File: config.mk
export PLATFORM = sky130hd
export DESIGN_NAME = lesf_ram
export DESIGN_NICKNAME = d
export VERILOG_FILES = /design/src/hdl/lesf_ram.sv
export SDC_FILE = /design/constraint.sdc
export NUM_CORES = 1
export LEC_CHECK = 0
export BUFFER_PORTS_ARGS = -buffer_cell sky130_fd_sc_hd__buf_2
export CAP_MARGIN = 10
export CORE_UTILIZATION = 50
export DETAILED_ROUTE_END_ITERATION = 8
export MAX_ROUTING_LAYER = met4
export PLACE_DENSITY_LB_ADDON = 0.1
export RECOVER_POWER = 25
export REMOVE_ABC_BUFFERS = 1
export SLEW_MARGIN = 25
export SYNTH_ARGS = -nofsm -noshare
export SYNTH_HDL_FRONTEND = slang
export SYNTH_SLANG_ARGS = --single-unit
File: constraint.sdc
create_clock -name clk_i -period 2.1 [get_ports clk_i]
set_input_delay 0.105 -clock clk_i [delete_from_list [all_inputs] [get_ports clk_i]]
set_output_delay 0.105 -clock clk_i [all_outputs]
set_load 0.02 [all_outputs]
File: src/hdl/lesf_ram.sv
// Generic single-write, single-read synchronous RAM with registered read.
// No dependencies.
`timescale 1ns / 1ps

module lesf_ram #(
  parameter int WIDTH = 8,
  parameter int DEPTH = 16,
  localparam int AW = (DEPTH > 1) ? $clog2(DEPTH) : 1
) (
  input  logic             clk_i,
  input  logic             we_i,
  input  logic [AW-1:0]    waddr_i,
  input  logic [WIDTH-1:0] wdata_i,
  input  logic             re_i,
  input  logic [AW-1:0]    raddr_i,
  output logic [WIDTH-1:0] rdata_o
);

  logic [WIDTH-1:0] mem_q [DEPTH];
  logic [WIDTH-1:0] rdata_q;

  always_ff @(posedge clk_i) begin
    if (we_i) begin
      mem_q[waddr_i] <= wdata_i;
    end
    if (re_i) begin
      rdata_q <= mem_q[raddr_i];
    end
  end

  assign rdata_o = rdata_q;

endmodule

# --- Word-level counts from Yosys, hierarchy flattened ---
# Memory sizes are Yosys's and may differ from the RTL's. A register that Yosys moved wholly into a read port is not among the register bits.
# Cells that the tools add are included.
word_totals:
  register_bits: 0
  ramBits: 128
  in_bits: 19
  word_cells: 3
  mem_count: 1
mem_list:
  columns: ["name", "words", "width", "read_ports", "rd_clocked_by_memory_dff", "write_ports", "line_no", "source"]
  rows:
  - ["mem_q", 16, 8, 1, 1, 1, "19", "logic [WIDTH-1:0] mem_q [DEPTH];"]
classes:
  n_mux: 2
op_table:
  columns: ["operator", "n"]
  rows:
  - ["1-bit two-way mux", 2]

# --- Longest topological paths before layout ---
logic_depth:
  word_depth: 2
  depth_mapped: 5
  depth_no_buf: 3

# --- Worst setup path before layout ---
# No wires, ideal clock.
synth_timing:
  path_type: "input -> register"
  from: "input port waddr_i[2]"
  to: "memory mem_q[0][0] (enable)"
  t_arrival_ps: 1215
  required_ps: 1717
  slack_ps: 502
  stages: 2
  path_buffers: 0
  cell_sequence: "or3b_2 -> nor3_1"
synth_lines:
  columns: ["item", "line_no", "source"]
  rows:
  - ["start, declared", "12", "input logic [AW-1:0] waddr_i,"]
  - ["end, declared", "19", null]
# Straight into the memory's write port.

==> parameters.txt <==
Parameter                              Value

Worst setup path
  Kind of start point of the critical path    flop
  Last element of the critical path    rdata_o[6]$_DFFE_PP_
  Largest stage delay on the critical path    0.46 ns
  Cell breakdown of the critical path    mux4_2, a22oi_1, nand2_1
  Worst Path Class, Setup    reg -> reg
  Required time at the endpoint of the critical path    2.36 ns
  CP Capture Type    flop
  Worst endpoint data arrival time    1.74 ns
  Critical path startpoint    mem_q[2][6]$_DFFE_PP_
  Reg-to-Reg End    rdata_o[6]$_DFFE_PP_
  Register-to-register setup slack    0.61 ns
  Worst flop-to-flop path startpoint    mem_q[2][6]$_DFFE_PP_
  Max FO, Critical Path    1
  Reg2reg path depth    3
  Critical path's slowest cell    sky130_fd_sc_hd__mux4_2

GRT
  Total global-route track usage    0.2102
  Grt ovf    0
  Antenna violations before repair    0
  Wire length of the first global-routing pass    ~15 mm
  Met1 layer usage reported by global route    0.2926
  GR met3 Demand/Resource    0.06015
  Routing usage on met2    0.3014
  Number of global-route vias before repair    2506
  Grt peak-use layer    met2
  Maximum number of pins on one net before global-route repair    33

Detailed routing
  Initial drt markers    151
  Total length of routed wires    10.00 mm
  Vias after detailed routing    2483
  Post-DR wirelength/cell    22.94 um
  Mean number of vias per cell    5.695
  Detail Route Antenna Nets    0
  Drt drc    0
  Initial DRT Pass Iterations    4

Die
  Standard cell core area    9955 um2
  Site Rows    36
  IO Pins    27
  Die Span Y    around 100 um
  X dimension of the die    between 100 and 150 um
  Area of the die    10870 um2
  Effective utilization at floorplan    0.5251

STA
  Final-layout worst hold slack    0.1505 ns
  Setup_tns    0 ns
  Final critical-path required period    1.486 ns
  Count of final max-slew check failures    0
  Setup WS post-layout    0.6141 ns
  Max-slew headroom    0.5229
  Setup repair after global routing missed its margin    no
  Max Clock Skew    0.005774 ns
  Pin slew with the least headroom to its limit    0.7156 ns
  Total setup violations reported at the end of the flow    0
  Share of the cycle needed by the critical path after routing    0.7076
  Fin. Hold Viols    0
  Maximum clock frequency    0.6730 GHz

Finish
  Final Core Density    0.6220
  Final-stage net count    just over 300
  Final design area excluding fillers    6192 um2
  Area delta synth->final    18.45%
  Ratio of cells with drive above 1 in the final layout    0.2574
  Final antenna diode count    0

CTS
  CTS tree    done
  Clock root buffer    sky130_fd_sc_hd__clkbuf_8
  Number of instances resized during post-cts repair    0
  CTS Buffer Depth    2
  Clk_lat worst skew    0.52 ns
  Number of CTS-inserted buffers    17
  Number of clock sinks    136
  Postcts setup bufs    0
  CTS HTree Levels    4
  Clock-pin slew on the worst setup and hold paths    around 0.060 ns

Power and ir drop
  LEAKAGE    0.002066 uW
  Int Power    4845 uW
  Total power per unit cell area    roughly 980 nW/um2
  VDD IR max    0.5901 mV
  Relative contribution of combinational cells to total power    0.050
  Switching share of power    0.1983
  Clock share of power    0.441
  Portion of total power attributed to sequential cells    0.509
  NetSw    approximately 1200 uW

Place
  RePlAce Congestion    slightly below 0.7
  HPWL Detailed    6.184 mm
  Instance area after placement    5605 um2
  IO Port Bufs    26
  DP Worst Slack    0.3691 ns

Yosys
  Seq cells post-synth    136
  Netlist Area Pre-Place    5228 um2
  Synth area leaders    sky130_fd_sc_hd__edfxtp_1, sky130_fd_sc_hd__mux4_2, sky130_fd_sc_hd__mux4_1
  Average cell area after synthesis    22.83 um2
  Post-synthesis sequential area ratio    0.7812
  Area fraction of the dominant cell type after synthesis    0.7812
  Syn. warnings    0
  Synth Instances    ~230
  Count of cell types in the netlist    18
  Library cell with the largest summed area after synthesis    sky130_fd_sc_hd__edfxtp_1

Hold path
  Hold/Removal Path Class    in -> reg

Outcome
  Run status    finished clean

Flow run
  Number of max-capacitance violations reported    0
==> routing by layer <==
layer	share of wire	vias up
met3	0.067	17
met4	0.014	0
li1	-	1109
met1	0.44	1275
met5	0	-
met2	0.48	82
==> power by group through the flow <==
stage	logic [uW]	clock network, uW	registers, uW
after floorplan	122	0	3140
after global placement	294	0	3130
after detailed placement	298	0	3130
after CTS	310	2710	3080
after global routing	327	2820	3080
final	300	2670	3080
==> registers in the layout, indices dropped and copies added (netlist names) <==
name     flops
mem_q      128
rdata_o      8
==> final cells by class <==
cell class                 instances  area, um2
fill                             713       3762
timing repair buffer              54      352.8
sequential                       136       4084
tap                              133      166.4
clock inverter                    10      106.4
clock buffer                      20      425.4
multi-input combinational         83       1057
==> logic make-up after synthesis <==
group                  Yosys count  synth area share
muxes                           32            0.1479
DFF                            136            0.7812
buffers and inverters           10           0.01651
AOI/OAI and AO/OA               16           0.02298
and+or+nand+nor                 35           0.03136
==> worst max-delay path: cells and delay by family (launching register included) <==
family	cells	cell delay, ns
and+or+nand+nor	1	0.09
muxes	1	0.46
DFF	1	0.36
AOI/OAI and AO/OA	1	0.32
==> cell usage after synthesis <==
cell	instances
sky130_fd_sc_hd__edfxtp_1	136
sky130_fd_sc_hd__mux4_2	18
sky130_fd_sc_hd__a22oi_1	16
sky130_fd_sc_hd__mux4_1	14
sky130_fd_sc_hd__nor2_1	13
sky130_fd_sc_hd__nand2_1	9
sky130_fd_sc_hd__nor3_1	4
sky130_fd_sc_hd__buf_2	3
sky130_fd_sc_hd__buf_6	3
sky130_fd_sc_hd__clkdlybuf4s25_2	3
sky130_fd_sc_hd__nand2b_1	2
sky130_fd_sc_hd__nand3b_1	2
sky130_fd_sc_hd__and2_1	1
sky130_fd_sc_hd__and2b_1	1
sky130_fd_sc_hd__buf_4	1
sky130_fd_sc_hd__nand3_1	1
sky130_fd_sc_hd__nor2b_1	1
sky130_fd_sc_hd__or3b_2	1
==> how the worst min path moves through the flow <==
stage          slack (ns)       start               endpoint  depth (start not counted)
6_report             0.15  waddr_i[0]  mem_q[0][0]$_DFFE_PP_                          3
5_1_grt              0.15  waddr_i[0]  mem_q[8][6]$_DFFE_PP_                          3
4_1_cts              0.13  waddr_i[0]  mem_q[0][0]$_DFFE_PP_                          3
3_5_place_dp         0.50        re_i   rdata_o[2]$_DFFE_PP_                          1
3_3_place_gp         0.50        re_i   rdata_o[2]$_DFFE_PP_                          1
2_1_floorplan        0.20  wdata_i[0]  mem_q[0][0]$_DFFE_PP_                          0
==> per-stage QoR <==
stage               total power [uW]  std cells
CTS                             6101        436
floorplan                       3266        219
global placement                3426        397
finish                          6044        436
detailed placement              3432        397
global route                    6231        436
==> cells in the final DEF (no fill, tap or decap), drive strengths merged, types with 3 or more instances in the layout <==
cell and n:
edfxtp 136, buf 33, mux4 32, clkbuf 32, a22oi 16, nor2 13
nand2 9, dlygate4sd3 9, clkinv 5, nor3 4, clkinvlp 3
==> repair_timing <==
action / 4_1_cts / 5_1_grt
hold endpoints to repair: 136 / 0
hold buffers: 9 / 0
endpoints found under the setup margin: 0 / 0
No activity file was read; power rests on OpenSTA's default activity.
