--- config.mk ---
export PLATFORM = sky130hd
export DESIGN_NAME = lesf_cfg
export DESIGN_NICKNAME = d
export VERILOG_FILES = /design/src/hdl/lesf_pkg.sv /design/src/hdl/lesf_cfg.sv
export SDC_FILE = /design/constraint.sdc
export NUM_CORES = 1
export LEC_CHECK = 0
export ABC_CLOCK_PERIOD_IN_PS = 2250
export BUFFER_PORTS_ARGS = -buffer_cell sky130_fd_sc_hd__buf_2
export CAP_MARGIN = 0
export CORE_ASPECT_RATIO = 0.8
export CORE_UTILIZATION = 53
export CTS_BUF_LIST = sky130_fd_sc_hd__clkbuf_16
export DETAILED_ROUTE_END_ITERATION = 16
export GPL_TIMING_DRIVEN = 1
export PLACE_DENSITY = 0.94
export SLEW_MARGIN = 10
export SYNTH_ARGS = -nofsm -noshare
export SYNTH_HDL_FRONTEND = slang
export SYNTH_SLANG_ARGS = --single-unit
export TNS_END_PERCENT = 30
--- constraint.sdc ---
create_clock -name clk_i -period 2.25 [get_ports clk_i]
set_input_delay 0.45 -clock clk_i [delete_from_list [all_inputs] [get_ports clk_i]]
set_output_delay 0.45 -clock clk_i [all_outputs]
set_load 0.02 [all_outputs]
--- src/hdl/lesf_pkg.sv ---
// Shared types and constants for the largest empty square finder.
// No dependencies; imported by every module of the block but lesf_ram.
`timescale 1ns / 1ps

package lesf_pkg;

  localparam int SizeW      = 11;   // square value / size width
  localparam int CoordW     = 10;   // reported row / column width
  localparam int ChW        = 8;    // map character width
  localparam int CfgW       = 11;   // widest configuration register
  localparam int CfgIdxW    = 3;
  localparam int DefMaxCols = 1024;
  localparam int DefMaxRows = 1024;

  localparam logic [SizeW-1:0] SizeSat = '1;

  localparam logic [CfgW-1:0] RstMapWidth  = 11'd1;
  localparam logic [CfgW-1:0] RstMapHeight = 11'd1;
  localparam logic [ChW-1:0]  RstEmpty     = 8'd46;
  localparam logic [ChW-1:0]  RstObstacle  = 8'd111;
  localparam logic [ChW-1:0]  RstFull      = 8'd120;

  typedef enum logic [CfgIdxW-1:0] {
    RegMapWidth  = 3'd0,
    RegMapHeight = 3'd1,
    RegEmptyChar = 3'd2,
    RegObstChar  = 3'd3,
    RegFullChar  = 3'd4
  } lesf_reg_e;

  typedef struct packed {
    logic [CfgW-1:0] map_width;
    logic [CfgW-1:0] map_height;
    logic [ChW-1:0]  empty_char;
    logic [ChW-1:0]  obstacle_char;
    logic [ChW-1:0]  full_char;
  } lesf_cfg_t;

  // per-cell position flags handed from the scanner to the evaluator
  typedef struct packed {
    logic top_row;
    logic left_col;
    logic last_col;
    logic last_map;
  } lesf_ctl_t;

endpackage

--- src/hdl/lesf_cfg.sv ---
// Configuration register file for the square finder.
// Depends on lesf_pkg.
`timescale 1ns / 1ps

module lesf_cfg
  import lesf_pkg::*;
(
  input  logic               clk_i,
  input  logic               rst_ni,
  input  logic               cfg_we_i,
  input  logic [CfgIdxW-1:0] cfg_idx_i,
  input  logic [CfgW-1:0]    cfg_wdata_i,
  output lesf_cfg_t          cfg_o
);

  lesf_cfg_t cfg_q, cfg_d;

  always_comb begin
    cfg_d = cfg_q;
    if (cfg_we_i) begin
      unique case (lesf_reg_e'(cfg_idx_i))
        RegMapWidth:  cfg_d.map_width     = cfg_wdata_i;
        RegMapHeight: cfg_d.map_height    = cfg_wdata_i;
        RegEmptyChar: cfg_d.empty_char    = cfg_wdata_i[ChW-1:0];
        RegObstChar:  cfg_d.obstacle_char = cfg_wdata_i[ChW-1:0];
        RegFullChar:  cfg_d.full_char     = cfg_wdata_i[ChW-1:0];
        default: ;  // unused indexes are ignored
      endcase
    end
  end

  always_ff @(posedge clk_i or negedge rst_ni) begin
    if (!rst_ni) begin
      cfg_q.map_width     <= RstMapWidth;
      cfg_q.map_height    <= RstMapHeight;
      cfg_q.empty_char    <= RstEmpty;
      cfg_q.obstacle_char <= RstObstacle;
      cfg_q.full_char     <= RstFull;
    end else begin
      cfg_q <= cfg_d;
    end
  end

  assign cfg_o = cfg_q;

endmodule

## Word level (Yosys, flattened, before mapping)

Cells that the tools add are included.
Widths: inputs -> output; s select.

| word-level totals | value |
|---|---|
| word-level logic and storage cells | 15 |
| input port bits | 17 |
| register bits after elaboration | 46 |
| output and inout port bits | 46 |

| operators by class | value |
|---|---|
| eq/ne operators | 4 |
| reduce and logical (&&, ||, !) cells | 6 |

Operator list:

| operator | count |
|---|---|
| $reduce_and 2->1 | 5 |
| $eq 3x2->1 const B | 2 |
| $eq 3x1->1 const B | 1 |
| $eq 3x3->1 const B | 1 |
| $logic_not 3->1 | 1 |

## Longest topological paths before layout

| logic depth | value |
|---|---|
| depth in word-level cells | 2 |
| depth in mapped cells | 3 |
| gate-level depth less buffers | 2 |

## Worst setup path before layout

OpenSTA, ideal clock, no wires.

| timing path | value |
|---|---|
| path type | input to register |
| from | input cfg_idx_i[0] |
| to | register cfg_q, in the netlist cfg_o[36] |
| arrival time | 1.235 ns |
| setup slack | 0.891 ns |
| path buffers | 1 |
| required time | 2.125 ns |
| cell stages on the path | 3 |
| setup time | 0.125 ns |
| path through | nor4b_4 > buf_6 > mux2_2 |

| between the ends | value |
|---|---|
| longest elaborated chain between the ends | 2 |

RTL lines:

| element | RTL line | source |
|---|---|---|
| start, declared | lesf_cfg.sv:11 | `input logic [CfgIdxW-1:0] cfg_idx_i,` |
| $logic_not 3->1 | lesf_cfg.sv:21 | `unique case (lesf_reg_e'(cfg_idx_i))` |
| $reduce_and 2->1 (no line) | n/a |  |
| end signal, assigned | lesf_cfg.sv:40 | `cfg_q <= cfg_d;` |
| end, declared | lesf_cfg.sv:16 | `lesf_cfg_t cfg_q, cfg_d;` |

Every way passes these cells.
A chain may end at the register's enable or synchronous reset.

## Worst setup path after layout

| timing path | value |
|---|---|
| from | register cfg_q, in the netlist cfg_o[21] |
| to | output cfg_o[21] (netlist name) |

RTL lines:

| element | RTL line | source |
|---|---|---|
| end, declared | lesf_cfg.sv:13 | `output lesf_cfg_t cfg_o` |

No word-level cell between the ends.

==> flow_summary_export.csv <==
group,metric,value,unit
worst_setup_path,cp.required,1800,ps
synth,syn_nets,118,
clocking,cts_hold_buffers,0,
final_layout,fillerInstances,230,
final_layout,syn2layout_area_growth,24.54,%
clocking,cts_tree,"done",
clocking,clk_latency,280,ps
drt,first_iter_violations,23,
floorplanning,initial_core_util,0.5546,
synth,synth_edf_count,0,
synth,synth_fa_ha_area_frac,0,
final_layout,diodes,0,
timing,finalSetupViolCount,0,
synth,synth_most_common_cell,"dfrtp_1",
final_layout,final_nets,185,
timing,period_minus_slack,1430,ps
global_routing,gr-total-overflow,0,
synth,yosysSeqAreaShare,0.6126,
placement,dp_hpwl,2659,um
synth,avgSynthCellArea,18.93,um^2
power_and_ir_drop,p_leak,1.154,nW
worst_setup_path,critPathSlowestCell,"dfstp_2",
floorplanning,die-width,69.15,um
timing,tightestPinTransition,984.8,ps
drt,ant_nets,0,
floorplanning,io_pins,63,
job,cap_viol_max_count,0,
worst_setup_path,path_cells,"buf_2",
power_and_ir_drop,p_per_area,1081,nW/um^2
timing,tns,0,ps
synth,synth_common_cells,"dfrtp_1, mux2_4, mux2_2, dfstp_2, buf_6",
clocking,clk_transition_reported_paths,60,ps
timing,relSlewSlack,0.3435,
clocking,cts_buffers,5,
drt,routed_wl,3705,um
synth,ys_ff_latch,46,
floorplanning,coreArea,3447,um^2
worst_setup_path,critPathKind,"flop to primary output",
synth,synth_xor_area_frac,0,
final_layout,largest_reg_flops,46,
worst_setup_path,end_kind,"primary output",
timing,hold_viol,0,
global_routing,grt_usage,0.2101,
drt,drcViolationCount,0,
clocking,cts_root_buffer,"clkbuf_16",
final_layout,drive_gt1_frac,0.7929,
worst_setup_path,critical_path_buf_inv_count,1,
power_and_ir_drop,ir_drop,782.2,uV
clocking,cts_buffer_depth,2,
worst_setup_path,cp-start-kind,"flop",
worst_hold_path,hp-class,"primary input to async pin",
worst_setup_path,critical-path-top-delay-family,"flip-flops",
floorplanning,die_height,55.72,um
run_status,outcome,"finished clean",
synth,synth_cell_types,9,
floorplanning,std_cell_rows,19,
drt,vias,1101,
global_routing,antenna_found_initial,0,
timing,period_share,0.6357,
synth,synth_compound_area_frac,0,
placement,gp_congestion,0.7493,
clocking,post_cts_buffers,0,
synth,yosysWarnings,0,
synth,synth_top_area_frac,0.3927,
timing,fin_skew,0,ps
clocking,post_cts_resized,0,
floorplanning,die_area,3853,um^2
synth,ys_top_cells_by_area,"dfrtp_1, dfstp_2, mux2_4, mux2_2, buf_6",
worst_setup_path,slowest_delay,540,ps
drt,avgViaCountPerCell,5.218,
timing,grt_setup_unrepaired,"no",
synth,synth_top_cell_by_area,"dfrtp_1",
timing,final-max-slew-violation-count,0,
placement,dp_slack,550.5,ps
synth,synthMuxAreaShare,0.3220,
worst_setup_path,arrival,980,ps
drt,wl_per_cell,17.56,um
global_routing,grt_pass1_wl,6009,um
global_routing,grt_max_degree,47,
synth,synth_top_flop_cell,"dfrtp_1",
clocking,cts_max_level,2,
synth,async_flop_share,1.000,
synth,synth_simple_gate_area_share,0.04188,
synth,syn_area,1912,um^2
drt,drt_first_pass_iters,2,
synth,synth_top_family_by_area,"multiplexers",
worst_setup_path,crit_fanout,2,
timing,max_freq,699.2,MHz
timing,layout_setup_ws,819.7,ps
global_routing,grt_pass1_vias,1175,
clocking,cts_sinks,46,
placement,portBuffers,62,
synth,synthCells,101,
where the power goes:
part	internal, mW	total [mW]	switching, mW
clock network	0.400	0.686	0.287
logic	0.332	0.729	0.397
registers	1.06	1.16	0.103
per-layer routing:
metal | vias up | GRT usage | wire length, um
met3 | 5 | 0.06159 | 209
met1 | 546 | 0.2836 | 1731
met5 | - | 0 | 0
met2 | 51 | 0.3287 | 1714
li1 | 499 | - | -
met4 | 0 | 0.06997 | 50
final timing paths:
path                            slack, ps            start        end  depth (start not counted)
worst max-delay path                  820        cfg_o[21]  cfg_o[21]                          1
worst min register to register        510        cfg_o[36]  cfg_o[36]                          1
max in group asynchronous            1320           rst_ni  cfg_o[38]                          1
worst min-delay path                  330           rst_ni  cfg_o[34]                          1
min in group clk_i                    410  cfg_wdata_i[10]  cfg_o[34]                          2
worst max register to register       1450         cfg_o[7]   cfg_o[7]                          1
final cells by class:
type | instances | area [um^2] | area share
sequential | 46 | 1171 | 0.4919
multi-input combinational | 51 | 695.7 | 0.2922
timing repair buffer | 64 | 325.3 | 0.1366
clock buffer | 5 | 125.1 | 0.05255
tap | 42 | 52.55 | 0.02207
clock inverter | 3 | 11.26 | 0.004729
cells in the final DEF, fill, tap and decap left out:
cell type / n
mux2_2: 20
buf_2: 62
nand4b_2: 1
and4bb_1: 2
mux2_4: 26
buf_4: 2
clkinv_1: 3
and4bb_4: 1
nor4b_4: 1
dfstp_2: 16
dfrtp_1: 30
clkbuf_16: 5
stage by stage:
stage          std cells  hold slack [ps]  total power [mW]    util  cell area [um^2]
3_3_place_gp         203            485.8             1.875  0.6512              2245
4_1_cts              211            359.4             2.593  0.6907              2381
3_5_place_dp         203            493.6             1.905  0.6512              2245
6_report             211            330.8             2.575  0.6907              2381
2_1_floorplan        101            154.4             1.633       -              1912
5_1_grt              211            412.6             2.680  0.6907              2381
logic make-up after synthesis:
family                 after synthesis
DFF                                 46
and+or+nand+nor                      5
muxes                               46
buffers and inverters                4
Power figures use the tool's default switching activity.
