`config.mk`:
```
export PLATFORM = sky130hd
export DESIGN_NAME = lesf_scan
export DESIGN_NICKNAME = d
export VERILOG_FILES = /design/src/hdl/lesf_pkg.sv /design/src/hdl/lesf_scan.sv
export SDC_FILE = /design/constraint.sdc
export NUM_CORES = 1
export LEC_CHECK = 0
export BUFFER_PORTS_ARGS = -buffer_cell sky130_fd_sc_hd__buf_2
export CORE_UTILIZATION = 53
export DETAILED_ROUTE_END_ITERATION = 8
export GPL_TIMING_DRIVEN = 1
export PLACE_DENSITY = 0.9
export SYNTH_ARGS = -nofsm -noshare
export SYNTH_HDL_FRONTEND = slang
export SYNTH_SLANG_ARGS = --single-unit
```
`constraint.sdc`:
```
create_clock -name clk_i -period 6.2 [get_ports clk_i]
set_input_delay 0.62 -clock clk_i [delete_from_list [all_inputs] [get_ports clk_i]]
set_output_delay 0.62 -clock clk_i [all_outputs]
set_load 0.005 [all_outputs]
```
`src/hdl/lesf_pkg.sv`:
```
// Shared types and constants for the largest empty square finder.
// No dependencies; imported by every module of the block but lesf_ram.
`timescale 1ns / 1ps

package lesf_pkg;

  localparam int SizeW      = 11;   // square value / size width
  localparam int CoordW     = 10;   // reported row / column width
  localparam int ChW        = 8;    // map character width
  localparam int CfgW       = 11;   // widest configuration register
  localparam int CfgIdxW    = 3;
  localparam int DefMaxCols = 1024;
  localparam int DefMaxRows = 1024;

  localparam logic [SizeW-1:0] SizeSat = '1;

  localparam logic [CfgW-1:0] RstMapWidth  = 11'd1;
  localparam logic [CfgW-1:0] RstMapHeight = 11'd1;
  localparam logic [ChW-1:0]  RstEmpty     = 8'd46;
  localparam logic [ChW-1:0]  RstObstacle  = 8'd111;
  localparam logic [ChW-1:0]  RstFull      = 8'd120;

  typedef enum logic [CfgIdxW-1:0] {
    RegMapWidth  = 3'd0,
    RegMapHeight = 3'd1,
    RegEmptyChar = 3'd2,
    RegObstChar  = 3'd3,
    RegFullChar  = 3'd4
  } lesf_reg_e;

  typedef struct packed {
    logic [CfgW-1:0] map_width;
    logic [CfgW-1:0] map_height;
    logic [ChW-1:0]  empty_char;
    logic [ChW-1:0]  obstacle_char;
    logic [ChW-1:0]  full_char;
  } lesf_cfg_t;

  // per-cell position flags handed from the scanner to the evaluator
  typedef struct packed {
    logic top_row;
    logic left_col;
    logic last_col;
    logic last_map;
  } lesf_ctl_t;

endpackage

```
`src/hdl/lesf_scan.sv`:
```
// Raster position tracker: column/row counters and end-of-row/map flags.
// Depends on lesf_pkg.
`timescale 1ns / 1ps

module lesf_scan
  import lesf_pkg::*;
#(
  parameter int MAX_COLS = DefMaxCols,
  parameter int MAX_ROWS = DefMaxRows,
  localparam int ColW = (MAX_COLS > 1) ? $clog2(MAX_COLS) : 1,
  localparam int RowW = (MAX_ROWS > 1) ? $clog2(MAX_ROWS) : 1
) (
  input  logic            clk_i,
  input  logic            rst_ni,
  input  lesf_cfg_t       cfg_i,
  input  logic            accept_i,
  output logic [ColW-1:0] col_o,
  output logic [RowW-1:0] row_o,
  output lesf_ctl_t       ctl_o
);

  // compare widths: wide enough for the limit and for an 11-bit register
  localparam int CE = (ColW + 1 > CfgW) ? ColW + 1 : CfgW;
  localparam int RE = (RowW + 1 > CfgW) ? RowW + 1 : CfgW;

  logic [ColW-1:0] col_q, col_d;
  logic [RowW-1:0] row_q, row_d;
  logic [CE-1:0]   w_raw, w_eff, col_nxt;
  logic [RE-1:0]   h_raw, h_eff, row_nxt;
  logic            col_end, row_end;

  always_comb begin
    w_raw = CE'(cfg_i.map_width);
    h_raw = RE'(cfg_i.map_height);
    if (w_raw == '0) begin
      w_eff = CE'(1);
    end else if (w_raw > CE'(MAX_COLS)) begin
      w_eff = CE'(MAX_COLS);
    end else begin
      w_eff = w_raw;
    end
    if (h_raw == '0) begin
      h_eff = RE'(1);
    end else if (h_raw > RE'(MAX_ROWS)) begin
      h_eff = RE'(MAX_ROWS);
    end else begin
      h_eff = h_raw;
    end
    col_nxt = CE'(col_q) + CE'(1);
    row_nxt = RE'(row_q) + RE'(1);
    col_end = (col_nxt >= w_eff);
    row_end = (row_nxt >= h_eff);

    col_d = col_q;
    row_d = row_q;
    if (accept_i) begin
      if (col_end) begin
        col_d = '0;
        row_d = row_end ? '0 : row_nxt[RowW-1:0];
      end else begin
        col_d = col_nxt[ColW-1:0];
      end
    end
  end

  always_ff @(posedge clk_i or negedge rst_ni) begin
    if (!rst_ni) begin
      col_q <= '0;
      row_q <= '0;
    end else begin
      col_q <= col_d;
      row_q <= row_d;
    end
  end

  assign col_o          = col_q;
  assign row_o          = row_q;
  assign ctl_o.top_row  = (row_q == '0);
  assign ctl_o.left_col = (col_q == '0);
  assign ctl_o.last_col = col_end;
  assign ctl_o.last_map = col_end && row_end;

endmodule

```
# == Word-level counts from Yosys, hierarchy flattened ==
# Index checks and enable logic that the tools add are counted.
# op_classes
n_addsub,2
n_reduce_logical,6
n_lt_le_gt_ge,4
muxes,6
# op_table
operator,n
11-bit two-way mux,4
10-bit by 1-bit adder with 11-bit output (second input constant),2
11-bit >= comparator,2
11-bit greater-than comparator (second input constant),2
11-bit zero test,2
10-bit zero test,2
10-bit two-way mux,2
2-bit AND reduction,1
1-bit logical AND,1
# totals
output_inout_bits,24
elab_cells,20
input_bits,49
reg_bits,20

# == Logic depth before layout (Yosys ltp) ==
# depth
depth_word,5
mapped_depth,13

# == Least setup slack after synthesis ==
# Ideal clock, no wire load.
# synth_timing
path_type,register to output
startpoint,reg col_q[0] (netlist: col_o[0])
endpoint,out ctl_o[1] (netlist name)
n_path_buf,1
arrival_ns,2.439
required_time_ns,5.580
path_slack_ns,3.141
path_stages_with_launch,12
path_cell_list,dfrtp_1 -> ha_1 -> and2_1 -> nand2_1 -> xnor2_1 -> ha_1 -> a21o_1 -> a221o_1 -> a41oi_2 -> o21a_2 -> inv_4 -> buf_4
# synth_between
elab_chain_cells,2
# synth_lines
item,line,source
start: declaration,lesf_scan.sv:26,"logic [ColW-1:0] col_q, col_d;"
start signal: assignment,lesf_scan.sv:71,col_q <= col_d;
10-bit by 1-bit adder with 11-bit output,lesf_scan.sv:49,col_nxt = CE'(col_q) + CE'(1);
11-bit >= comparator,lesf_scan.sv:51,col_end = (col_nxt >= w_eff);
end: declaration,lesf_scan.sv:19,output lesf_ctl_t ctl_o
# No other way between the ends.

==> flow_summary.json <==
{
  "status": "complete, no violations",
  "antenna_cells": 0,
  "reg2regPathDepth": 12,
  "yosys_most_used_dff": "dfrtp_1",
  "drc": 0,
  "r2r-end": "row_o[0]",
  "cts_buffers": 3,
  "synthArstFlopShare_pct": 100,
  "max_stage_delay_ns": 0.58,
  "rr_startpoint": "col_o[0]",
  "ys_types": 44,
  "slew_violations": 0,
  "dp_hpwl_um": 3320,
  "drt_wl_total_um": 4140,
  "h-tree-depth": 1,
  "setup_slack_ns": 2.34,
  "synth_edf_count": 0,
  "post_cts_buffers": 0,
  "num_rows": 21,
  "utilization_pct": 64.1,
  "ios": 73,
  "place_congestion": 0.885,
  "fin_total_pwr_mw": 0.596,
  "cts_hold_buffers": 0,
  "dieArea_um2": 3730,
  "drt_pass1_iterations": 4,
  "place_ws_ns": 2.71,
  "grt-ovfl-total": 0,
  "synth-seq-area-share_pct": 27.0,
  "cp.required_ns": 5.58,
  "wl_per_cell_um": 13.1,
  "hold_viol_final": 0,
  "p_leak_nw": 1.08,
  "maxCapViolations": 0,
  "crit_cells": 12,
  "path_max_fanout": 10,
  "syn-cell-area_um2": 1850,
  "antenna_found_initial": 0,
  "detail-route-antenna-nets": 0,
  "crit_family": "simple AND/OR/NAND/NOR gates",
  "cp_slowest_cell": "nor4_1",
  "path_cells": "ha_1, nand3_1, nor2_1, nand3_1, nand2_1, nand2_1, ha_1, nand4_1, nor4_1, nor2_4, nor2_1, buf_2",
  "end_kind": "output pin",
  "vdd_drop_max_mv": 0.130,
  "drive_gt1_share_pct": 22.5,
  "root_buffer": "clkbuf_4",
  "synthCells": 225,
  "place_area_um2": 2120,
  "cts_resized": 0,
  "synth_nets": 300,
  "die_x_um": 61.1,
  "cp_num_buf_inv": 1,
  "portBuffers": 48,
  "ys_seq_elements": 20,
  "final.period_utilization_pct": 62.2,
  "path_class": "reg -> out",
  "design_area_um2": 2140,
  "grt_max_degree": 21,
  "post-route-min-period_ns": 3.86,
  "cp-start-kind": "flop",
  "track_usage_pct": 23.9,
  "via_count": 1793,
  "syn_to_final_growth_pct": 15.6,
  "die_y_um": 61.1,
  "start_util_pct": 55.5,
  "max_clock_freq_mhz": 259,
  "hp-class": "in -> async",
  "p_per_area_nw_per_um2": 279,
  "crit_start": "row_o[0]",
  "nets": 348,
  "grt_pass1_wl_um": 6670,
  "clk_pin_slew_ns": 0.11,
  "drt_iter0_drc": 62,
  "slew_headroom_pct": 60.9,
  "clockBufferDepth": 2,
  "avgSynthCellArea_um2": 8.22,
  "fin_tns_setup_ns": 0,
  "clk_latency_ns": 0.31,
  "setup_violations": 0,
  "grt_pass1_vias": 1524,
  "cts_tree": "yes",
  "fin_skew_ns": 0.0137,
  "critPathCapture": "ctl_o[0]",
  "ys_warn_count": 0,
  "vias_per_cell": 5.66,
  "rsz0062_at_grt": "false",
  "core-area_um2": 3340,
  "reg2reg_slack_ns": 3.08,
  "worstMarginPinSlew_ns": 0.580,
  "critPathArrivalTime_ns": 3.24,
  "cts.sinks": 20
}
==> synthesized netlist by cell type (all sizes together), types with 2 or more instances <==
| cell type | count | area [um^2] |
|---|---|---|
| nand4 | 5 | 31.3 |
| a21oi | 9 | 48.8 |
| nor4 | 9 | 56.3 |
| o2bb2ai | 7 | 61.3 |
| a31oi | 2 | 12.5 |
| clkinv | 3 | 11.3 |
| clkbuf | 2 | 7.51 |
| nand3b | 2 | 15.0 |
| nor3 | 3 | 15.0 |
| nand2b | 4 | 25.0 |
| xor2 | 5 | 43.8 |
| ha | 26 | 325 |
| xnor2 | 7 | 61.3 |
| dfrtp | 20 | 500 |
| and3 | 3 | 18.8 |
| and4 | 2 | 17.5 |
| inv | 11 | 43.8 |
| nor2b | 2 | 12.5 |
| o21a | 2 | 16.3 |
| buf | 3 | 23.8 |
| o21ai | 10 | 53.8 |
| nor2 | 9 | 41.3 |
| nand2 | 50 | 188 |
| nand3 | 10 | 55.1 |
| o22ai | 5 | 37.5 |
| a21o | 6 | 45.0 |
==> per-layer routing <==
metal | global-route usage [%] | share of wire, %
met4 | 10.1 | 1.5
met5 | 0 | 0
met1 | 34.1 | 48
met3 | 3.57 | 5.2
met2 | 36.2 | 45
==> power by group <==
group	total, mW	switching, mW	leakage [nW]	internal, mW
clock	0.0619	0.0391	0.0138	0.0228
sequential	0.223	0.0591	0.258	0.163
combinational	0.312	0.166	0.811	0.146
total	0.596	0.264	1.08	0.332
==> per-stage QoR <==
stage               instances  hold WS (ns)
floorplan                 225         0.324
global placement          314         0.560
detailed placement        314         0.568
CTS                       317         0.247
global route              317         0.256
finish                    317         0.228
==> cell type report <==
cell class	instances	area [um^2]
well taps	46	57.6
fillers	300	1200
clock buffers	3	22.5
flip-flops and latches	20	500
inverters	14	55.1
multi-input cells	186	1260
repair buffers	48	240
==> registers in the layout (all words and copies together) (netlist names) <==
register / cells
col_o: 10
row_o: 10
==> cell families after synthesis <==
group                      share of synthesized area (%)
xor gates and xnor gates                            5.68
adders and majority gates                           17.6
buffers and inverters                               4.67
and+or+nand+nor                                     26.0
DFF                                                 27.0
muxes                                              0.541
AOI/OAI and AO/OA                                   18.5
==> how the worst min path moves through the flow <==
stage                          end  slack (ns)  depth (start not counted)     start
after floorplan           col_o[0]        0.32                          0    rst_ni
after global placement    col_o[9]        0.56                          1  col_o[9]
after detailed placement  row_o[1]        0.57                          2  row_o[1]
after CTS                 col_o[4]        0.25                          1    rst_ni
after global routing      col_o[4]        0.26                          1    rst_ni
final                     col_o[4]        0.23                          1    rst_ni
==> layout by cell type (no fill, tap or decap), types with 2 or more instances in the layout <==
master	n
a21o_1	6
a21oi_1	8
a31oi_1	2
and3_1	3
and4_1	2
buf_2	48
clkbuf_4	3
clkinv_1	3
dfrtp_1	20
ha_1	26
inv_1	10
nand2_1	50
nand2b_1	4
nand3_1	9
nand3b_1	2
nand4_1	5
nor2_1	8
nor2b_1	2
nor3_1	3
nor4_1	9
o21ai_0	7
o21ai_1	2
o22ai_1	4
o2bb2ai_1	7
xnor2_1	7
xor2_1	5
(Power assumes the default switching activity.)
