<file path="config.mk">
export PLATFORM = sky130hd
export DESIGN_NAME = lesf_eval
export DESIGN_NICKNAME = d
export VERILOG_FILES = /design/src/hdl/lesf_pkg.sv /design/src/hdl/lesf_eval.sv
export SDC_FILE = /design/constraint.sdc
export NUM_CORES = 1
export LEC_CHECK = 0
export BUFFER_PORTS_ARGS = -buffer_cell sky130_fd_sc_hd__buf_2
export CAP_MARGIN = 10
export CORE_UTILIZATION = 45
export CTS_CLUSTER_SIZE = 20
export DETAILED_ROUTE_END_ITERATION = 7
export PLACE_DENSITY = 0.65
export SLEW_MARGIN = 20
export SYNTH_ARGS = -nofsm -noshare
export SYNTH_HDL_FRONTEND = slang
export SYNTH_SLANG_ARGS = --single-unit
</file>
<file path="constraint.sdc">
create_clock -name clk_i -period 18.8 [get_ports clk_i]
set_input_delay 5.64 -clock clk_i [delete_from_list [all_inputs] [get_ports clk_i]]
set_output_delay 5.64 -clock clk_i [all_outputs]
set_load 0.01 [all_outputs]
</file>
<file path="src/hdl/lesf_pkg.sv">
// Shared types and constants for the largest empty square finder.
// No dependencies; imported by every module of the block but lesf_ram.
`timescale 1ns / 1ps

package lesf_pkg;

  localparam int SizeW      = 11;   // square value / size width
  localparam int CoordW     = 10;   // reported row / column width
  localparam int ChW        = 8;    // map character width
  localparam int CfgW       = 11;   // widest configuration register
  localparam int CfgIdxW    = 3;
  localparam int DefMaxCols = 1024;
  localparam int DefMaxRows = 1024;

  localparam logic [SizeW-1:0] SizeSat = '1;

  localparam logic [CfgW-1:0] RstMapWidth  = 11'd1;
  localparam logic [CfgW-1:0] RstMapHeight = 11'd1;
  localparam logic [ChW-1:0]  RstEmpty     = 8'd46;
  localparam logic [ChW-1:0]  RstObstacle  = 8'd111;
  localparam logic [ChW-1:0]  RstFull      = 8'd120;

  typedef enum logic [CfgIdxW-1:0] {
    RegMapWidth  = 3'd0,
    RegMapHeight = 3'd1,
    RegEmptyChar = 3'd2,
    RegObstChar  = 3'd3,
    RegFullChar  = 3'd4
  } lesf_reg_e;

  typedef struct packed {
    logic [CfgW-1:0] map_width;
    logic [CfgW-1:0] map_height;
    logic [ChW-1:0]  empty_char;
    logic [ChW-1:0]  obstacle_char;
    logic [ChW-1:0]  full_char;
  } lesf_cfg_t;

  // per-cell position flags handed from the scanner to the evaluator
  typedef struct packed {
    logic top_row;
    logic left_col;
    logic last_col;
    logic last_map;
  } lesf_ctl_t;

endpackage

</file>
<file path="src/hdl/lesf_eval.sv">
// Cell evaluator: min-of-three update against the row store, best-square
// tracking, error collection and the result register. Depends on lesf_pkg.
`timescale 1ns / 1ps

module lesf_eval
  import lesf_pkg::*;
#(
  parameter int MAX_COLS = DefMaxCols,
  parameter int MAX_ROWS = DefMaxRows,
  localparam int ColW = (MAX_COLS > 1) ? $clog2(MAX_COLS) : 1,
  localparam int RowW = (MAX_ROWS > 1) ? $clog2(MAX_ROWS) : 1
) (
  input  logic              clk_i,
  input  logic              rst_ni,
  input  lesf_cfg_t         cfg_i,
  // accepted cell from the scanner side
  input  logic              accept_i,
  input  logic [ChW-1:0]    ch_i,
  input  logic [ColW-1:0]   col_i,
  input  logic [RowW-1:0]   row_i,
  input  lesf_ctl_t         ctl_i,
  output logic              block_o,
  // row store
  input  logic [SizeW-1:0]  up_rd_i,
  output logic              wr_en_o,
  output logic [ColW-1:0]   wr_addr_o,
  output logic [SizeW-1:0]  wr_data_o,
  // result
  output logic              out_valid_o,
  input  logic              out_stall_i,
  output logic [SizeW-1:0]  square_size_o,
  output logic [CoordW-1:0] top_row_o,
  output logic [CoordW-1:0] left_col_o,
  output logic              map_error_o
);

  localparam int PW = (RowW > ColW) ? RowW : ColW;
  localparam int BW = ((PW > SizeW) ? PW : SizeW) + 1;

  logic              v_q, v_d;
  logic [ChW-1:0]    ch_q;
  logic [ColW-1:0]   col_q;
  logic [RowW-1:0]   row_q;
  lesf_ctl_t         ctl_q;
  logic              fwd_q;
  logic [SizeW-1:0]  fwd_val_q;
  logic [SizeW-1:0]  left_q, left_d, diag_q, diag_d;
  logic [SizeW-1:0]  best_q, best_d;
  logic [CoordW-1:0] brow_q, brow_d, bcol_q, bcol_d;
  logic              bad_q, bad_d;
  logic              out_v_q, out_v_d;
  logic [SizeW-1:0]  o_size_q, o_size_d;
  logic [CoordW-1:0] o_row_q, o_row_d, o_col_q, o_col_d;
  logic              o_err_q, o_err_d;

  logic              fire, obst, bad_now, err;
  logic [SizeW-1:0]  up, mn, val;
  logic [BW-1:0]     row_top, col_left;

  always_comb begin
    // same-cycle write to the entry being read: take the written value
    up      = ctl_q.top_row ? '0 : (fwd_q ? fwd_val_q : up_rd_i);
    obst    = (ch_q == cfg_i.obstacle_char);
    bad_now = (ch_q != cfg_i.empty_char) && !obst;

    mn = up;
    if (left_q < mn) mn = left_q;
    if (diag_q < mn) mn = diag_q;
    if (obst) begin
      val = '0;
    end else if (ctl_q.top_row || ctl_q.left_col) begin
      val = SizeW'(1);
    end else begin
      val = (mn == SizeSat) ? SizeSat : mn + SizeW'(1);
    end

    row_top  = BW'(row_q) + BW'(1) - BW'(val);
    col_left = BW'(col_q) + BW'(1) - BW'(val);

    // the last cell of a map waits only while an older result is held
    fire    = v_q && !(ctl_q.last_map && out_v_q && out_stall_i);
    block_o = v_q && !fire;

    v_d = accept_i ? 1'b1 : (fire ? 1'b0 : v_q);

    err = bad_q || bad_now || (cfg_i.map_width == '0) || (cfg_i.map_height == '0) ||
          (cfg_i.empty_char == cfg_i.obstacle_char) ||
          (cfg_i.obstacle_char == cfg_i.full_char) ||
          (cfg_i.full_char == cfg_i.empty_char);

    left_d   = left_q;
    diag_d   = diag_q;
    best_d   = best_q;
    brow_d   = brow_q;
    bcol_d   = bcol_q;
    bad_d    = bad_q;
    o_size_d = o_size_q;
    o_row_d  = o_row_q;
    o_col_d  = o_col_q;
    o_err_d  = o_err_q;
    out_v_d  = out_v_q && out_stall_i;

    if (fire) begin
      left_d = ctl_q.last_col ? '0 : val;
      diag_d = ctl_q.last_col ? '0 : up;
      bad_d  = bad_q || bad_now;
      if (val > best_q) begin
        best_d = val;
        brow_d = row_top[CoordW-1:0];
        bcol_d = col_left[CoordW-1:0];
      end
      if (ctl_q.last_map) begin
        out_v_d  = 1'b1;
        o_err_d  = err;
        o_size_d = err ? '0 : best_d;
        o_row_d  = err ? '0 : brow_d;
        o_col_d  = err ? '0 : bcol_d;
        best_d   = '0;
        brow_d   = '0;
        bcol_d   = '0;
        bad_d    = 1'b0;
      end
    end
  end

  always_ff @(posedge clk_i or negedge rst_ni) begin
    if (!rst_ni) begin
      v_q     <= 1'b0;
      fwd_q   <= 1'b0;
      left_q  <= '0;
      diag_q  <= '0;
      best_q  <= '0;
      brow_q  <= '0;
      bcol_q  <= '0;
      bad_q   <= 1'b0;
      out_v_q <= 1'b0;
    end else begin
      v_q     <= v_d;
      left_q  <= left_d;
      diag_q  <= diag_d;
      best_q  <= best_d;
      brow_q  <= brow_d;
      bcol_q  <= bcol_d;
      bad_q   <= bad_d;
      out_v_q <= out_v_d;
      if (accept_i) begin
        fwd_q <= fire && (col_q == col_i);
      end
    end
  end

  always_ff @(posedge clk_i) begin
    if (accept_i) begin
      ch_q      <= ch_i;
      col_q     <= col_i;
      row_q     <= row_i;
      ctl_q     <= ctl_i;
      fwd_val_q <= val;
    end
    o_size_q <= o_size_d;
    o_row_q  <= o_row_d;
    o_col_q  <= o_col_d;
    o_err_q  <= o_err_d;
  end

  assign wr_en_o       = fire;
  assign wr_addr_o     = col_q;
  assign wr_data_o     = val;
  assign out_valid_o   = out_v_q;
  assign square_size_o = o_size_q;
  assign top_row_o     = o_row_q;
  assign left_col_o    = o_col_q;
  assign map_error_o   = o_err_q;

endmodule

</file>
* Word level (Yosys, flattened, before mapping) *
Index checks and enable logic that the tools add are counted.

storage, ports and cells
  flip-flop bits (word level) = 132
  input bits = 93
  output and inout port bits = 56
  word-level logic and storage cells = 77

cells by class
  add/sub/neg operators = 5
  order comparisons = 3
  eq/ne operators = 7
  mux-type cells = 20
  reduce and logical (&&, ||, !) cells = 21

operators with widths
  kind                   number
  $mux 11                11
  $mux 10                4
  $eq 8x8->1             4
  $logic_not 11->1       2
  $lt 11x11->1           2
  $add 10x1->10 const B  2
  $sub 10x10->10         2
  $add 11x1->11 const B  1
  $eq 11x11->1 const B   1
  $gt 11x11->1           1
  $eq 10x10->1           1
  $ne 8x8->1             1
  $logic_and 1x1->1      7
  $logic_or 1x1->1       7
  $mux 1                 5
  $logic_not 1->1        3
  $reduce_and 2->1       1
  $reduce_bool 2->1      1

* Logic depth before layout (Yosys ltp) *
  word-level depth = 13
  depth in mapped cells = 44
  mapped depth without buffers = 37

* Worst setup path before layout *
OpenSTA, ideal clock, no wires.

  path type = input -> output
  from = in up_rd_i[8]
  to = out wr_data_o[2]
  arrival time = 11.271 ns
  slack = 1.889 ns
  stages = 31
  buffers on the path = 6
  cells stage by stage = mux2i_1 or2_2 clkbuf_1 ha_1 a21oi_1 o21ai_0 a21o_1 nor2_1 clkbuf_1 clkbuf_1 nor2_1 a21oi_1 ha_1 a21oi_1 o21ai_0 a221oi_1 nand3_1 o211ai_2 buf_4 buf_4 nand2_1 o21ai_0 ha_1 clkbuf_1 and3_1 nand4_1 mux2i_2 nor2_1 a221oi_2 o21ai_1 inv_1

on the way
  cells in the longest elaborated chain, start to end = 10
  elaborated cells on any way between the ends = 11
  classes of those cells = add/sub (1); order compare (2); eq/ne (1); mux (7)

ends and longest elaborated chain
  item                                           RTL line         source
  start, declared                                lesf_eval.sv:24  input logic [SizeW-1:0] up_rd_i,
  $mux 11 * (2 in a row)                         lesf_eval.sv:62  up = ctl_q.top_row ? '0 : (fwd_q ? fwd_val_q : up_rd_i);
  $lt 11x11->1                                   lesf_eval.sv:67  if (left_q < mn) mn = left_q;
  $mux 11 *                                      lesf_eval.sv:67
  $lt 11x11->1                                   lesf_eval.sv:68  if (diag_q < mn) mn = diag_q;
  $mux 11 *                                      lesf_eval.sv:68
  $add 11x1->11 or $eq 11x11->1 (tied branches)  lesf_eval.sv:74  val = (mn == SizeSat) ? SizeSat : mn + SizeW'(1);
  $mux 11 *                                      lesf_eval.sv:74
  $mux 11 *                                      lesf_eval.sv:71  end else if (ctl_q.top_row || ctl_q.left_col) begin
  $mux 11 *                                      lesf_eval.sv:69  if (obst) begin
  end, declared                                  lesf_eval.sv:27  output logic [SizeW-1:0] wr_data_o,

Every way passes the cells marked *; elsewhere a longest branch is shown, timed or not.

* Worst setup path in the final report *
  from = in up_rd_i[2]
  to = out wr_data_o[2]

Same word-level chain as after synthesis.

==> impl_metrics.ini <==
[run_status]
status = completed

[setup_path]
critPathRequiredTime_ns = 13.16
critPathMaxStageDelay_ns = 0.44
reg2reg_from = fwd_q$_DFFE_PN0P_
cp.arrival_ns = 12.07
reg2reg_depth = 36
crit_path_start_kind = input pin
reg2reg_to = top_row_o[9]$_SDFFCE_PP0P_
crit_path_frequent_cell = nor2_1
cp-end-kind = output pin
r2r_slack_ns = 8.81
slowest_stage = ha_1
worstSetupPathType = input pin to output pin
path_max_fanout = 14

[yosys]
synthAdderAreaFrac_pct = 10.6
ys_types = 63
synthMuxAreaShare_pct = 3.34
yosysMostFrequentCell = nand2_1
synthCells = 798
syn-mean-instance-area_um2 = 10.3
synthFlopType = edfxtp_1
synthTopCellsByCount = nand2_1, edfxtp_1, ha_1, a21oi_1, dfrtp_1
synth-compound-area-share_pct = 15.2
yosysWarnings = 0
synth_xor_area_share_pct = 9.07
synth.largest_area_cell = edfxtp_1
synth_seq_area_share_pct = 44.8
synth_async_sr_flop_share_pct = 43.2
synth_area_mm2 = 0.00821
ys_ff_latch = 132
synth_nets = 959
synth-simple-area-share_pct = 13.1
synth_top_family_by_area = compound AO/OA/AOI/OAI gates
synth_edf_count = 75
synth_area_leaders = edfxtp_1, dfrtp_1, ha_1
synth_top_area_share_pct = 27.4

[final_layout]
antenna_cells = 0
fin_area_mm2 = 0.00979
layout-drive-gt1-share_pct = 22.6
multiInputGateArea_mm2 = 0.00423
area_growth_syn_to_layout_pct = 19.4
seq_area_mm2 = 0.00368
final_nets = 1105
fillers = 1626

[timing]
max_freq_mhz = 56.5
maxSlewViolCount = 0
setup_ws_ns = 1.09
tightest_slew_ns = 0.998
hold_violations = 0
fin_worst_skew_ns = 0.0209
grt_setup_unrepaired = false
fin_setup_tns_ns = 0
holdWs_ns = 0.490
finalSetupViolCount = 0
period_needed_ns = 17.71
period_share_pct = 94.2
relSlewSlack_pct = 33.3

[clock_tree]
ctsRootBufferMaster = clkbuf_16
clkSlewWorstSetupHoldPaths_ns = 0.06
clkLatencyLatePin_ns = 0.43
numCtsBuffers = 17
cts_resized = 0
cts_setup_buffers = 0
cts_tree = done
ctsHoldBuffers = 0
clkSinkCount = 132
clk_path_buf_depth = 2
cts_htree_levels = 4

[routing]
drt-total-wl_mm = 22.6
viasPerCell = 5.55
drtAntennaViolNets = 0
drt_iter0_markers = 447
drc = 0
wl_per_cell_um = 19.0
vias = 6583
drt-pass1-iter-count = 4

[power_and_ir_drop]
comb_power_share_pct = 48.0
switching_power_mw = 0.596
p_leak_nw = 4.20
p_clk_share_pct = 24.2
p_int_mw = 0.782
power_frac_seq_pct = 27.7
p_sw_share_pct = 43.2
p_per_area_mw_per_mm2 = 141
ir_drop_mv = 0.140

[floorplan]
core_mm2 = 0.0179
rows = 49
die_area_mm2 = 0.0188
die_h_um = 137
die_w_um = 137
pin_count = 149
start_util_pct = 45.8

[worst_hold_path]
hold_path_class = flip-flop to flip-flop
hold_end = best_q[10]$_DFFE_PN0P_
hp-start = best_q[10]$_DFFE_PN0P_
whs_path_depth = 1

[flow_run]
maxCapViolations = 0

[grt]
grt_max_degree = 58
antenna_found_initial = 0
grt_pass1_vias = 6366
grt_pass1_wl_mm = 35.4
grt_remaining_overflow = 0
grt_usage_pct = 25.6

[placement]
place_ws_ns = 1.20
port_buffers = 148
place_area_mm2 = 0.00920
gp_congestion = 0.934
dp_hpwl_mm = 16.9
[how the worst max path moves through the flow]
| stage | to | from | slack (ns) | cells after the start |
|---|---|---|---|---|
| 6_report | wr_data_o[2] | up_rd_i[2] | 1.09 | 29 |
| 5_1_grt | wr_data_o[2] | up_rd_i[10] | 0.41 | 30 |
| 4_1_cts | wr_data_o[2] | up_rd_i[6] | 1.19 | 30 |
| 3_5_place_dp | wr_data_o[2] | up_rd_i[6] | 1.20 | 30 |
| 3_3_place_gp | wr_data_o[2] | up_rd_i[2] | 1.29 | 29 |
| 2_1_floorplan | wr_data_o[2] | up_rd_i[8] | 1.89 | 31 |
[power by group through the flow]
stage	registers [mW]	logic [mW]	clock network, mW
finish	0.382	0.662	0.334
global route	0.386	0.736	0.353
CTS	0.381	0.661	0.341
detailed placement	0.387	0.656	0
global placement	0.387	0.649	0
floorplan	0.376	0.471	0
[worst max-delay path: cells and delay by family]
family / cells / cell delay [ns]
muxes: 3 / 0.70
buffers and inverters: 6 / 0.96
adders and majority gates: 3 / 1.02
AOI/OAI and AO/OA: 9 / 1.95
and+or+nand+nor: 8 / 1.79
[cell families (layout without fill, tap and decap cells)]
logic type | Yosys count | count (layout)
AOI/OAI and AO/OA | 178 | 178
xor gates and xnor gates | 85 | 85
DFF | 132 | 132
buffers and inverters | 77 | 236
adders and majority gates | 68 | 68
and+or+nand+nor | 233 | 233
muxes | 25 | 25
[layout by cell type, fill, tap and decap left out, drive strengths merged, types with 4 or more instances in the layout]
cell,instances
a211oi,9
and3,4
nor4,19
or2,7
a22o,29
a21o,8
a21oi,58
inv,47
edfxtp,75
o31ai,11
nand4,6
xor2,55
o211ai,7
o2bb2ai,6
clkinv,6
nand3,26
a31oi,7
o21a,9
nor2,44
ha,66
nand2,101
clkbuf,17
xnor2,30
dfrtp,57
o21ai,16
nand3b,5
buf,161
mux2i,22
nor3,11
[layout make-up]
type / instances / share of cell area, %
repair buffers: 161 / 8.56
flip-flops and latches: 132 / 37.6
clock inverters: 15 / 1.75
inverters: 43 / 1.65
clock buffers: 17 / 4.34
well taps: 229 / 2.93
multi-input cells: 589 / 43.2
[flip-flops by register name, indices dropped and copies added, names as in the netlist, 11 cells and up]
name,count
best_q,11
diag_q,11
fwd_val_q,11
left_q,11
square_size_o,11
[through the flow]
stage	total power, mW	util, %	std cells
global placement	1.04	51.4	1154
finish	1.38	54.7	1186
detailed placement	1.04	51.4	1154
global route	1.48	54.7	1186
floorplan	0.848	-	798
CTS	1.38	54.7	1186
[layer usage]
metal	track usage (%)	share of wire (%)
met1	37.3	48
met2	38.1	44
met3	4.81	5.5
met4	8.06	1.8
met5	0	0
(Power assumes the default switching activity.)
